$ cat src/sv/rxd_pkg.sv
`timescale 1ns / 1ps

package rxd_pkg;

    localparam int PIXELS_PER_RESULT = 4;
    localparam int PIX_IDX_W         = $clog2(PIXELS_PER_RESULT);
    localparam int MAX_HEIGHT        = 1024;
    localparam int CFG_W             = 11;
    localparam int CFG_ADDR_W        = 2;

    localparam logic [CFG_ADDR_W-1:0] REG_IMAGE_WIDTH  = 2'd0;
    localparam logic [CFG_ADDR_W-1:0] REG_IMAGE_HEIGHT = 2'd1;
    localparam logic [CFG_ADDR_W-1:0] REG_TRANS_ENABLE = 2'd2;
    localparam logic [CFG_ADDR_W-1:0] REG_TRANS_INDEX  = 2'd3;

    localparam logic [7:0] VALUE_MAX  = 8'h0f;
    localparam logic [7:0] RUN_OFFSET = 8'h0e;
    localparam logic [7:0] ALPHA_FULL = 8'hff;

    typedef struct packed {
        logic [7:0] data_byte;
        logic       first_byte;
        logic       last_byte;
    } in_item_t;

    typedef struct packed {
        logic [31:0] pixel0_rgba;
        logic [31:0] pixel1_rgba;
        logic [31:0] pixel2_rgba;
        logic [31:0] pixel3_rgba;
        logic [2:0]  pixel_count;
        logic        run_end;
        logic        image_done;
    } out_item_t;

    typedef enum logic [1:0] {
        ST_IDLE,
        ST_READ,
        ST_WRITE,
        ST_EMIT
    } state_t;

    typedef struct packed {
        logic accept;
        logic rd;
        logic px;
        logic emit;
        logic fail;
    } cmd_t;

    typedef struct packed {
        logic work_valid;
        logic pre_fail;
        logic need_emit;
        logic out_free;
    } sts_t;

    function automatic logic [23:0] palette_rgb(input logic [3:0] idx);
        logic [23:0] rgb;
        unique case (idx)
            4'd0:    rgb = 24'h000000;
            4'd1:    rgb = 24'ha70b40;
            4'd2:    rgb = 24'h406300;
            4'd3:    rgb = 24'he66f00;
            4'd4:    rgb = 24'h007440;
            4'd5:    rgb = 24'h808080;
            4'd6:    rgb = 24'h19d700;
            4'd7:    rgb = 24'hbfe308;
            4'd8:    rgb = 24'h401cf7;
            4'd9:    rgb = 24'he628ff;
            4'd10:   rgb = 24'h808080;
            4'd11:   rgb = 24'hff8bbf;
            4'd12:   rgb = 24'h1990ff;
            4'd13:   rgb = 24'hbf9cff;
            4'd14:   rgb = 24'h58f4bf;
            default: rgb = 24'hffffff;
        endcase
        return rgb;
    endfunction

endpackage

$ cat src/sv/rxd_ctrl.sv
`timescale 1ns / 1ps

module rxd_ctrl (
    input  logic          aclk,
    input  logic          aresetn,
    input  logic          s_valid,
    output logic          s_ready,
    input  rxd_pkg::sts_t sts,
    output rxd_pkg::cmd_t cmd
);
    import rxd_pkg::*;

    state_t state_reg;
    state_t state_next;

    always_ff @(posedge aclk) begin
        if (!aresetn) begin
            state_reg <= ST_IDLE;
        end else begin
            state_reg <= state_next;
        end
    end

    always_comb begin
        state_next = state_reg;
        cmd        = '0;
        s_ready    = 1'b0;
        unique case (state_reg)
            ST_IDLE: begin
                s_ready = 1'b1;
                if (s_valid) begin
                    cmd.accept = 1'b1;
                    state_next = ST_READ;
                end
            end
            ST_READ: begin
                if (!sts.work_valid) begin
                    state_next = ST_IDLE;
                end else if (sts.pre_fail) begin
                    cmd.fail   = 1'b1;
                    state_next = ST_IDLE;
                end else begin
                    cmd.rd     = 1'b1;
                    state_next = ST_WRITE;
                end
            end
            ST_WRITE: begin
                cmd.px     = 1'b1;
                state_next = sts.need_emit ? ST_EMIT : ST_READ;
            end
            ST_EMIT: begin
                if (sts.out_free) begin
                    cmd.emit   = 1'b1;
                    state_next = sts.work_valid ? ST_READ : ST_IDLE;
                end
            end
            default: state_next = ST_IDLE;
        endcase
    end

    // Work left over from an item must never be visible while a new item can enter.
    a_idle_no_work: assert property (@(posedge aclk) disable iff (!aresetn)
        (state_reg == ST_IDLE) |-> !sts.work_valid)
        else $error("segment work pending while idle");

endmodule

$ cat config.mk
export PLATFORM = sky130hd
export DESIGN_NAME = rxd_ctrl
export DESIGN_NICKNAME = d
export VERILOG_FILES = /design/src/sv/rxd_pkg.sv /design/src/sv/rxd_ctrl.sv
export SDC_FILE = /design/constraint.sdc
export NUM_CORES = 1
export LEC_CHECK = 0
export ABC_AREA = 1
export BUFFER_PORTS_ARGS = -buffer_cell sky130_fd_sc_hd__buf_2
export CAP_MARGIN = 10
export CORE_AREA = 2 2 39 41
export CTS_CLUSTER_DIAMETER = 40
export CTS_CLUSTER_SIZE = 14
export DETAILED_ROUTE_END_ITERATION = 16
export DIE_AREA = 0 0 41 43
export GPL_TIMING_DRIVEN = 0
export PLACE_DENSITY = 0.39
export SYNTH_ARGS = -nofsm -noshare
export SYNTH_HDL_FRONTEND = slang
export SYNTH_SLANG_ARGS = --single-unit
$ cat constraint.sdc
create_clock -name aclk -period 1.1 [get_ports aclk]
set_input_delay 0.055 -clock aclk [delete_from_list [all_inputs] [get_ports aclk]]
set_output_delay 0.055 -clock aclk [all_outputs]
set_load 0.005 [all_outputs]
==> Word-level counts from Yosys, hierarchy flattened <==
Index checks and enable logic that the tools add are counted.
{ "word_totals": {"reg_bits": 2, "out_inout_bits": 6, "wordCells": 27} }
{ "classes": {"eq_ne": 5, "reduce_logical": 2, "mux": 19} }
{ "ops": {"columns": ["operator", "count"], "rows": [
  ["two-way mux 1 bit", 13],
  ["two-way mux 2 bit", 5],
  ["one-hot mux 2 bit (4 select lines)", 1],
  ["== test 2 bit (second input constant)", 2],
  ["!= test 2 bit (second input constant)", 2],
  ["== test 2 x 1 -> 1 bit (second input constant)", 1],
  ["logical NOT 2 bit", 1],
  ["AND reduction 2 bit", 1]
]} }

==> Logic depth before layout (Yosys ltp) <==
Gate-level depths: netlist of the first run.
{ "depth": {"depth_word": 3, "ltp_mapped": 6} }

==> Worst setup path after synthesis of the first run <==
Ideal clock, no wire load.
{ "synth_timing": {"path_kind": "register -> register", "startpoint": "reg state_reg[1]", "endpoint": "reg state_reg[0]", "n_path_buf": 0, "required_ps": 982, "setup_ps": 118, "setup_slack_ps": 320, "arrival_time_ps": 662, "stages_incl_launch_ff": 5, "path_cell_list": "dfxtp_1 -> nor2_1 -> nand2_1 -> nand2_1 -> a21boi_1"} }
{ "synth_between": {"elab_chain_cells": 3, "word_cells_on_any_way": 8, "cone_classes": "eq/ne (5); mux (1); reduce/logical (2)"} }
{ "synth_lines": {"columns": ["element", "line_no", "rtl"], "rows": [
  ["from (decl)", "rxd_ctrl.sv:13", "state_t state_reg;"],
  ["from (signal assigned)", "rxd_ctrl.sv:20", "state_reg <= state_next;"],
  ["== test 2 bit / logical NOT 2 bit (equally long branches)", "rxd_ctrl.sv:28", "unique case (state_reg)"],
  ["!= test 2 bit (no source line)", null, null],
  ["AND reduction 2 bit (no source line)", null, null]
]} }
Parallel ways exist; a longest one is shown, timed or not.
A chain may end at the register's enable or synchronous reset.

==> results.txt, run 1 <==
Buffers placed on the I/O ports in this run total 12. The tools report the number of levels in the clock H-tree as 1. The end-of-flow core utilization was 0.191. The first detailed-routing pass ran for 4 iterations. Synthesis produced a netlist with a net count of 33. Entering global routing, the biggest net connects 8 pins.

TritonCTS created 3 clock buffers. Data arrival at the endpoint of the critical path: 1.00 ns. The initial antenna violation count is 0.

The slowest library cell on the worst path is sky130_fd_sc_hd__dfxtp_4. The detail route stage leaves a number of antenna-violating nets equal to 0. The clock arrives with 0.000556 ns of skew. The distinct cell type count after synthesis is 12, and the final hold violation count is 0.

The number of warnings printed during yosys synthesis was 0; the largest fanout on the critical path was 6. TritonCTS built the clock tree. For the worst setup path, the data required time is 1.04 ns.

Wires add up to 406 um. In this run, the number of DRC markers left after iteration 0 of detailed routing was 2. The startpoint class of the critical path is a flip-flop. Transition time at the pin with the least slew margin: 0.152 ns. The worst hold path belongs to the class in2reg. Clock latency on the worst-skew pair, taken at its later pin, is 0.22 ns. Setup violations remaining at the end of the flow were counted as 0. The library cell used most frequently in the layout, excluding fill and tap cells, is sky130_fd_sc_hd__buf_2.

The overall die width was 41 um. At the end of routability-driven placement, the weighted congestion stood at 0.640. Power comes to 0.000298 W. 13 I/O pins were placed. Among cell families on the critical path, the largest total delay comes from flip-flops.

VDD sags by at most 0.000428 V. 0 antenna diodes ended up in the layout. The residual DRC count is 0.

Summing over every cut layer, the via total after detailed routing is 202. The clock net in this run drives a total of 2 sinks. Together, buffers and inverters on the worst path number 2. The starting utilization of the core area is 0.111, and the buffer depth of the longest clock path is 2. Summing every instance area after synthesis gives 154 um2. The first global-routing pass estimated 572 um of wire.

The fraction of layout cells with a size suffix above 1 is 0.537, and the final period utilization is 0.959. The clock transition at the registers of the reported paths is 0.03 ns, and the number of cells produced by synthesis is 26. The synthesized design contains 2 register bits. The critical path goes through inv_2, nor2_2, and3_2, buf_2. Derived from the worst setup path, the maximum achievable clock frequency is 0.948 GHz. The number of flip-flops under the largest register name is 2. The worst setup path is of the reg2out kind.

The power density of the placed cells is 1130 nW/um2, and the area overhead of the layout relative to synthesis is 71.5%. The tools report the number of max-slew violations in the final report as 0. The flow ran to the end, and the final reports show no timing, DRC or antenna violations. The count of max-cap constraint violations is 0. The tightest hold path in the finished design has a slack of 0.0281 ns. The pre-CTS setup slack was 0.186 ns; the total overflow reported by the global router was 0. After detailed routing, the average wire length per cell comes to 7.12 um. Clock root buffer: sky130_fd_sc_hd__clkbuf_4.

On the worst path, the slowest cell contributes a delay of 0.36 ns. The number of setup buffers added after CTS is 0. In the post-route analysis, the smallest setup slack over all paths is 0.0449 ns.

The worst register-to-register path has a setup slack of 0.32 ns. The tools report the static leakage as 0.168 nW. After floorplanning, the core was divided into 14 placement rows.

Setup repair after global routing could not meet its margin everywhere. Using the TritonRoute via totals, the vias-per-cell ratio works out to 3.54. Floorplan die height: 43 um.

After legalization and detailed placement, the total HPWL measured 327 um. The total negative slack was 0 ns; the shortest clock period the worst path allows after layout was 1.06 ns. The worst max-slew margin expressed relative to the limit came out at 0.898. The worst setup path is captured at a primary output. After the last flow step, the layout net total stands at 50. The run gives 0.260 as the sequential fraction of the synthesis area. The top cell types in the final layout, fill and taps aside, are 12 x sky130_fd_sc_hd__buf_2, 6 x sky130_fd_sc_hd__inv_1, 5 x sky130_fd_sc_hd__nand2_1. The logs give 156 for the via count of the first global-routing pass and 1760 um2 for the area of the die. The post-synthesis average cell area works out to 5.92 um2. The area of the core region is 1380 um2. The tools report the all-layer global routing usage as 0.0551.
## layout make-up
class | count | area [um2]
clock buffer | 3 | 22.5
timing repair buffer | 12 | 60.1
tap | 16 | 20.0
multi-input combinational | 17 | 87.6
fill | 165 | 1120
inverter | 7 | 26.3
sequential | 2 | 47.5
## cell families (layout without fill, tap and decap cells)
logic type | count (synthesis) | after routing | synth area share
AOI/OAI and AO/OA | 1 | 1 | 0.0488
buffers and inverters | 7 | 22 | 0.171
DFF | 2 | 2 | 0.260
and+or+nand+nor | 16 | 16 | 0.520
## synth_stat cells
| cell | count | area, um2 |
|---|---|---|
| sky130_fd_sc_hd__inv_2 | 1 | 3.75 |
| sky130_fd_sc_hd__nor3_1 | 2 | 10.0 |
| sky130_fd_sc_hd__nor2_2 | 1 | 6.26 |
| sky130_fd_sc_hd__nand3_1 | 2 | 10.0 |
| sky130_fd_sc_hd__nand3_2 | 1 | 10.0 |
| sky130_fd_sc_hd__dfxtp_1 | 2 | 40.0 |
| sky130_fd_sc_hd__nor2_1 | 3 | 11.3 |
| sky130_fd_sc_hd__and3_2 | 1 | 7.51 |
| sky130_fd_sc_hd__nand2_1 | 5 | 18.8 |
| sky130_fd_sc_hd__nand2_2 | 1 | 6.26 |
| sky130_fd_sc_hd__a21boi_1 | 1 | 7.51 |
| sky130_fd_sc_hd__inv_1 | 6 | 22.5 |
## per-layer routing
layer	part of all wire	GRT usage	wire length, um
met1	0.45	0.0639	182
met2	0.40	0.0531	162
met3	0.15	0.0785	62
met4	0	0.0200	0
met5	0	0	0
## worst reg2reg max path, stage by stage, from the launching register on
cell,delay [ns]
sky130_fd_sc_hd__dfxtp_4,0.35
sky130_fd_sc_hd__nor2_1,0.14
sky130_fd_sc_hd__nand2_1,0.07
sky130_fd_sc_hd__nand2_1,0.06
sky130_fd_sc_hd__a21boi_1,0.05
## power breakdown
group | switching, W | total (W) | leakage [nW] | internal [W]
Sequential | 0.00000743 | 0.0000840 | 0.0178 | 0.0000766
Clock | 0.0000393 | 0.000159 | 0.0138 | 0.000120
Combinational | 0.0000270 | 0.0000541 | 0.137 | 0.0000271
Total | 0.0000738 | 0.000297 | 0.168 | 0.000224
## path summary, 6_finish.rpt
check / from / end / cells after the start
min: aresetn / state_reg[1] / 3
max reg2reg: state_reg[1] / state_reg[0] / 4
min reg2reg: state_reg[0] / state_reg[0] / 3
max: state_reg[0] / cmd[0] / 4
## per-stage QoR
step	cell area (um2)	std cells
finish	264	57
global route	264	57
CTS	259	57
detailed placement	234	54
global placement	234	54
floorplan	154	26
## what timing repair did
| item | in CTS | in global routing |
|---|---|---|
| gates cloned | 0 | 0 |
| setup endpoints to repair | 3 | 2 |
| hold buffers | 0 | 0 |
| gates resized for setup | 2 | 2 |
No activity file was read; power rests on OpenSTA's default activity.
==> inputs of run 2 (changes only) <==
Settings changed: BUFFER_PORTS_ARGS -buffer_cell sky130_fd_sc_hd__buf_2 to -buffer_cell sky130_fd_sc_hd__clkbuf_2, CELL_PAD_IN_SITES_DETAIL_PLACEMENT set to 0, CELL_PAD_IN_SITES_GLOBAL_PLACEMENT set to 2, PLACE_DENSITY 0.39 to 0.65.
==> results.txt, run 2 (same netlist as run 1, synthesis figures left out) <==
The number of levels in the clock H-tree came out at 1. Setup slack closes at 0.0513 ns. The first detailed-routing pass took 2 iterations.

TritonCTS built the clock tree. The floorplan die height was 43 um. Setup repair after global routing could not meet its margin everywhere. Leaving out fill and tap cells, the most frequent cells in the layout are 10 x sky130_fd_sc_hd__clkbuf_2, 6 x sky130_fd_sc_hd__inv_1, 5 x sky130_fd_sc_hd__nand2_1.

The floorplan step set the die width to 41 um. The floorplan step defined a die boundary enclosing 1760 um2. The power density of the placed cells works out to 1080 nW/um2.

Total via count in the routed design: 200. STA classifies the critical path startpoint as a flip-flop. The placed wire-length estimate is 341 um, and the clock skew after layout is 0.000695 ns. The flow ran to the end, and the final reports show no timing, DRC or antenna violations. TritonCTS created 3 clock buffers. The floorplan has 14 rows.

The min-delay analysis places its worst path in the category in2reg. Critical register-to-register path endpoint: state_reg[0]. The run gives 0.31 ns as the minimum setup slack among reg-to-reg paths.

The transition time at the pin with the least slew margin is 0.147 ns. The fraction of layout cells with a size suffix above 1 was 0.561; the final instance area was 287 um2. At the later pin of the worst-skew pair, clock insertion delay measures 0.22 ns. The number of flip-flops under the largest register name came out at 2. No sink is reached through more buffers than the 2 on the longest clock path. In the routed layout, each cell is associated on average with a via count of 3.51. The count of nets left with antenna violations once routing finished came out at 0. By startpoint and endpoint, the worst setup path is classified as reg2out. The shortest clock period the worst path allows after layout is 1.05 ns, and the global-route wire length before repair is 676 um.

Routability-driven placement finished with a final weighted congestion of 0.631. The critical path required time is 1.04 ns, and the initial antenna violation count is 0. The placed instance area was 234 um2; the post-placement cell count was 54. The maximum vdd ir drop was 0.000227 V. Setup violation total in the final timing report: 0.

The startpoint identified for the worst register-to-register timing path is state_reg[1]. Wires add up to 423 um. Final period utilization: 0.953.

The area overhead of the layout relative to synthesis is 86.2%, and the count of max-cap constraint violations is 0. Along the worst path, the maximum fanout reaches 6. The run gives 0 as the total overflow reported by the global router. The run gives 0.99 ns as the data arrival at the endpoint of the critical path.

The number of hold buffers added after CTS was 0. The startpoint of the worst setup timing path was state_reg[0]. The number of max-slew violations in the final report came out at 0. The number of filler cells placed in the layout was 168.

The analysis attributes to cell leakage a power of 0.170 nW. Measured in cells, the most critical reg-to-reg path has a length of 4. The logs give 57 for the final cell count without fillers and 8 for the pin count of the biggest net entering global routing.

The tools report the via count of the first global-routing pass as 182. The residual DRC count is 0. The run gives 0 as the total setup buffers inserted after CTS.

Most common cell after layout, fill and taps aside: sky130_fd_sc_hd__clkbuf_2. Following the worst setup path forward leads to its endpoint at cmd[0]. Routed length per placed instance: 7.42 um. The final hold violation count came out at 0.

The final layout contains 50 nets. The worst max-slew margin expressed relative to the limit was 0.901; the number of top-level design ports was 13. The tightest hold path in the finished design has a slack of 0.0310 ns.

The clock net in this run drives a total of 2 sinks. The all-layer global routing usage is 0.0651. After clock tree synthesis, the clock-pin slew on the worst setup and hold paths is 0.03 ns. The starting utilization of the core area was 0.111. The clock root buffer is sky130_fd_sc_hd__clkbuf_4.

After the first detailed-routing iteration, the DRC count stood at 2. Static timing analysis puts the maximum clock frequency at 0.954 GHz. The total of buffers placed on input and output ports works out to 12.

The number of antenna diodes in the final layout is 0. Post-CTS repair changed the size of 3 cells. The tools report the pre-CTS setup slack as 0.175 ns. The total area inside the core boundary comes to 1380 um2. The critical path capture point type is a primary output.
[run 2: cell count changes in the layout (fill, tap and decap cells not counted), sizes merged]
| cell | previous run | this run |
|---|---|---|
| buf | 12 | 2 |
| clkbuf | 3 | 13 |
[run 2: worst max-delay path, cell delays in order, from the launching register on]
cell and delay (ns):
sky130_fd_sc_hd__dfxtp_4 0.37, sky130_fd_sc_hd__inv_4 0.05, sky130_fd_sc_hd__nor2_4 0.09, sky130_fd_sc_hd__and3_4 0.18
sky130_fd_sc_hd__buf_6 0.09
[run 2: metrics by stage]
stage	total power [W]	TNS [ns]	util
finish	0.000309	0	0.207
global route	0.000352	-0.0115	0.207
CTS	0.000317	0	0.189
detailed placement	0.000142	0	0.169
global placement	0.000142	0	0.169
floorplan	0.000114	0	-
[run 2: worst min-delay path by stage]
stage	start	to	slack [ns]	cells after the start
after detailed placement	aresetn	state_reg[1]	0.26	3
final	aresetn	state_reg[1]	0.03	3
after CTS	aresetn	state_reg[1]	0.03	3
after floorplan	aresetn	state_reg[1]	0.15	2
after global placement	aresetn	state_reg[1]	0.26	3
after global routing	aresetn	state_reg[1]	0.03	3
[run 2: routing by layer]
metal / global-route usage / share of wire / wire length, um
met5: 0 / 0 / 0
met3: 0.0471 / 0.061 / 26
met1: 0.0669 / 0.48 / 202
met4: 0.0800 / 0 / 0
met2: 0.0719 / 0.46 / 194
[run 2: final cells by class]
cell class	instances	area (um2)	area share
flip-flops and latches	2	47.5	0.166
multi-input cells	17	101	0.354
repair buffers	12	66.3	0.231
clock buffers	3	22.5	0.0786
well taps	16	20.0	0.0699
inverters	7	28.8	0.100
[run 2: power by group]
| group | total, W | internal (W) | switching, W |
|---|---|---|---|
| Combinational | 0.0000614 | 0.0000312 | 0.0000302 |
| Sequential | 0.0000862 | 0.0000766 | 0.00000960 |
| Clock | 0.000161 | 0.000120 | 0.0000412 |
==> inputs of run 3 (changes only) <==
Settings changed: SETUP_SLACK_MARGIN set to 0.4.
==> results.txt, run 3 (same netlist as run 1, synthesis figures left out) <==
The final period utilization came out at 0.946. The critical register-to-register path endpoint was state_reg[1]. The residual DRC count came out at 0. All-layer global routing usage: 0.0711.

Setup total negative slack on the finished layout was measured at 0 ns. Timing would allow up to 0.961 GHz. The post-placement cell count was 54; the iteration-0 DRC count of the detailed router was 2. With fillers left out, the area of the finished cells amounts to 333 um2. The library cell used most frequently in the layout, excluding fill and tap cells, is sky130_fd_sc_hd__clkbuf_2. For the clock network latency to the later pin of the worst-skew pair, the log shows 0.23 ns. Entering global routing, the biggest net connects 7 pins. Worst max-slew margin expressed relative to the limit: 0.900. After detailed routing, the average wire length per cell comes to 6.78 um. The placed wire-length estimate was 348 um; the number of hold buffers added after cts was 0. Setup violations remaining at the end of the flow were counted as 0. The number of flip-flops under the largest register name works out to 2. In this run the power density over the cells is 1060 nW/um2.

The worst setup path is launched from a flip-flop. Hold is met by 0.0284 ns. The flow ran to the end, and the final reports show no timing, DRC or antenna violations. Setup slack closes at 0.0590 ns. The tools report the global routing usage on met1 as 0.0860. The tools report the startpoint of the worst setup timing path as state_reg[0]. The final layout contains 56 nets. The total via count in the routed design was 230. The startpoint identified for the worst register-to-register timing path is state_reg[0].

The worst setup path is of the reg2out kind. Following the worst setup path forward leads to its endpoint at cmd[0]. For the number of levels in the clock H-tree, the log shows 1.

For this run the aggregate overflow at the end of global routing stands at 0. The number of max-slew violations in the final report was 0; the total routed wirelength was 434 um. For this design the static power due to leakage is 0.200 nW. Relative to the synthesized area, the layout overhead comes to 116%.

Between clock sinks in the finished design, the worst skew comes to 0.00906 ns. Clock transition at the registers of the reported paths: 0.04 ns. The congestion estimate from routability-driven global placement came to 0.635. Final hold violation count: 0. The fraction of layout cells with a size suffix above 1 was 0.667; the remaining number of nets flagged by the antenna check after routing was 0. The buffer depth of the longest clock path is 2, and the total of buffers placed on input and output ports is 12.

STA classifies the critical path endpoint as a primary output. The total iterations of the first detailed-routing run was 2; the pre-CTS setup slack was 0.250 ns. The data arrival at the endpoint of the critical path is 0.99 ns.

The initial antenna violation count came out at 0. The die covers 1760 um2. The run gives 217 as the via count of the first global-routing pass. The run gives 168 as the number of filler cells placed in the layout. Across the VDD grid, the largest voltage drop is 0.000427 V. The placed instance area is 241 um2, and the number of top-level design ports is 13. 0 antenna diodes ended up in the layout. The run gives 1.04 ns as the critical path required time. Most used routing layer: met1. TritonCTS built the clock tree. In the routed layout, each cell is associated on average with a via count of 3.59.

Of all nets on the critical path, the largest fanout is 4. Clock tree synthesis inserted a total of 3 buffers. Starting utilization of the core area: 0.111. Setup repair after global routing could not meet its margin everywhere.

For the pin with the worst max-slew slack, the measured transition is 0.149 ns. The tree is rooted in a sky130_fd_sc_hd__clkbuf_4. The setup check on the worst reg-to-reg path leaves a slack of 0.22 ns.

The die is 41 um wide. The first global-routing pass estimated 786 um of wire. The floorplan die height was 43 um; the count of max-cap constraint violations was 0. After layout, the minimum clock period comes to 1.04 ns. The floorplan step defined a core boundary enclosing 1380 um2. For the number of sinks handled by clock tree synthesis, the log shows 2.

The path class of the tightest hold or removal check is in2reg. The worst hold path begins at aresetn. The global-route met2 utilization came out at 0.0813.

For this run, the number of standard cells in the final layout without fillers is 64. The global routing met3 resource utilization is 0.0471. Leaving out fill and tap cells, the most frequent cells in the layout are 9 x sky130_fd_sc_hd__clkbuf_2, 6 x sky130_fd_sc_hd__buf_4, 5 x sky130_fd_sc_hd__nand2_1. Measured in cells, the most critical reg-to-reg path has a length of 5. In this run the core area contains 14 standard-cell rows.
==> run 3: repair_timing <==
| item | in CTS | in global routing |
|---|---|---|
| buffers inserted | 6 | 0 |
| endpoints found under the setup margin | 8 | 8 |
| gates resized for setup | 7 | 3 |
| pin swaps | 2 | 1 |
==> run 3: how the worst min path moves through the flow <==
stage	depth (start not counted)	to
final	3	state_reg[1]
after global routing	3	state_reg[1]
after CTS	3	state_reg[1]
after detailed placement	3	state_reg[1]
after global placement	3	state_reg[1]
after floorplan	2	state_reg[1]
==> run 3: final cells by class <==
class | count | area [um2] | area share
tap | 16 | 20.0 | 0.0602
multi-input combinational | 17 | 105 | 0.316
sequential | 2 | 47.5 | 0.143
inverter | 7 | 28.8 | 0.0865
clock buffer | 4 | 26.3 | 0.0789
timing repair buffer | 18 | 105 | 0.316
==> run 3: layer usage <==
metal | routed length, um | part of all wire
met1 | 193 | 0.44
met2 | 204 | 0.47
met3 | 35 | 0.081
met4 | 0 | 0
met5 | 0 | 0
==> run 3: power breakdown <==
part	leakage [nW]	internal (W)	switching, W
Clock	0.0150	0.000135	0.0000491
Sequential	0.0178	0.0000765	0.00000763
Combinational	0.167	0.0000480	0.0000370
Total	0.200	0.000260	0.0000938
==> run 3: per-stage QoR <==
step	util	total power, W
floorplan	-	0.000116
global placement	0.175	0.000144
detailed placement	0.175	0.000145
CTS	0.241	0.000367
global route	0.241	0.000395
finish	0.241	0.000353
==> run 3: critical path: stages, from the launching register on <==
cell	delay, ns
sky130_fd_sc_hd__dfxtp_4	0.36
sky130_fd_sc_hd__inv_4	0.05
sky130_fd_sc_hd__nor2_4	0.08
sky130_fd_sc_hd__and3_2	0.17
sky130_fd_sc_hd__clkbuf_2	0.10
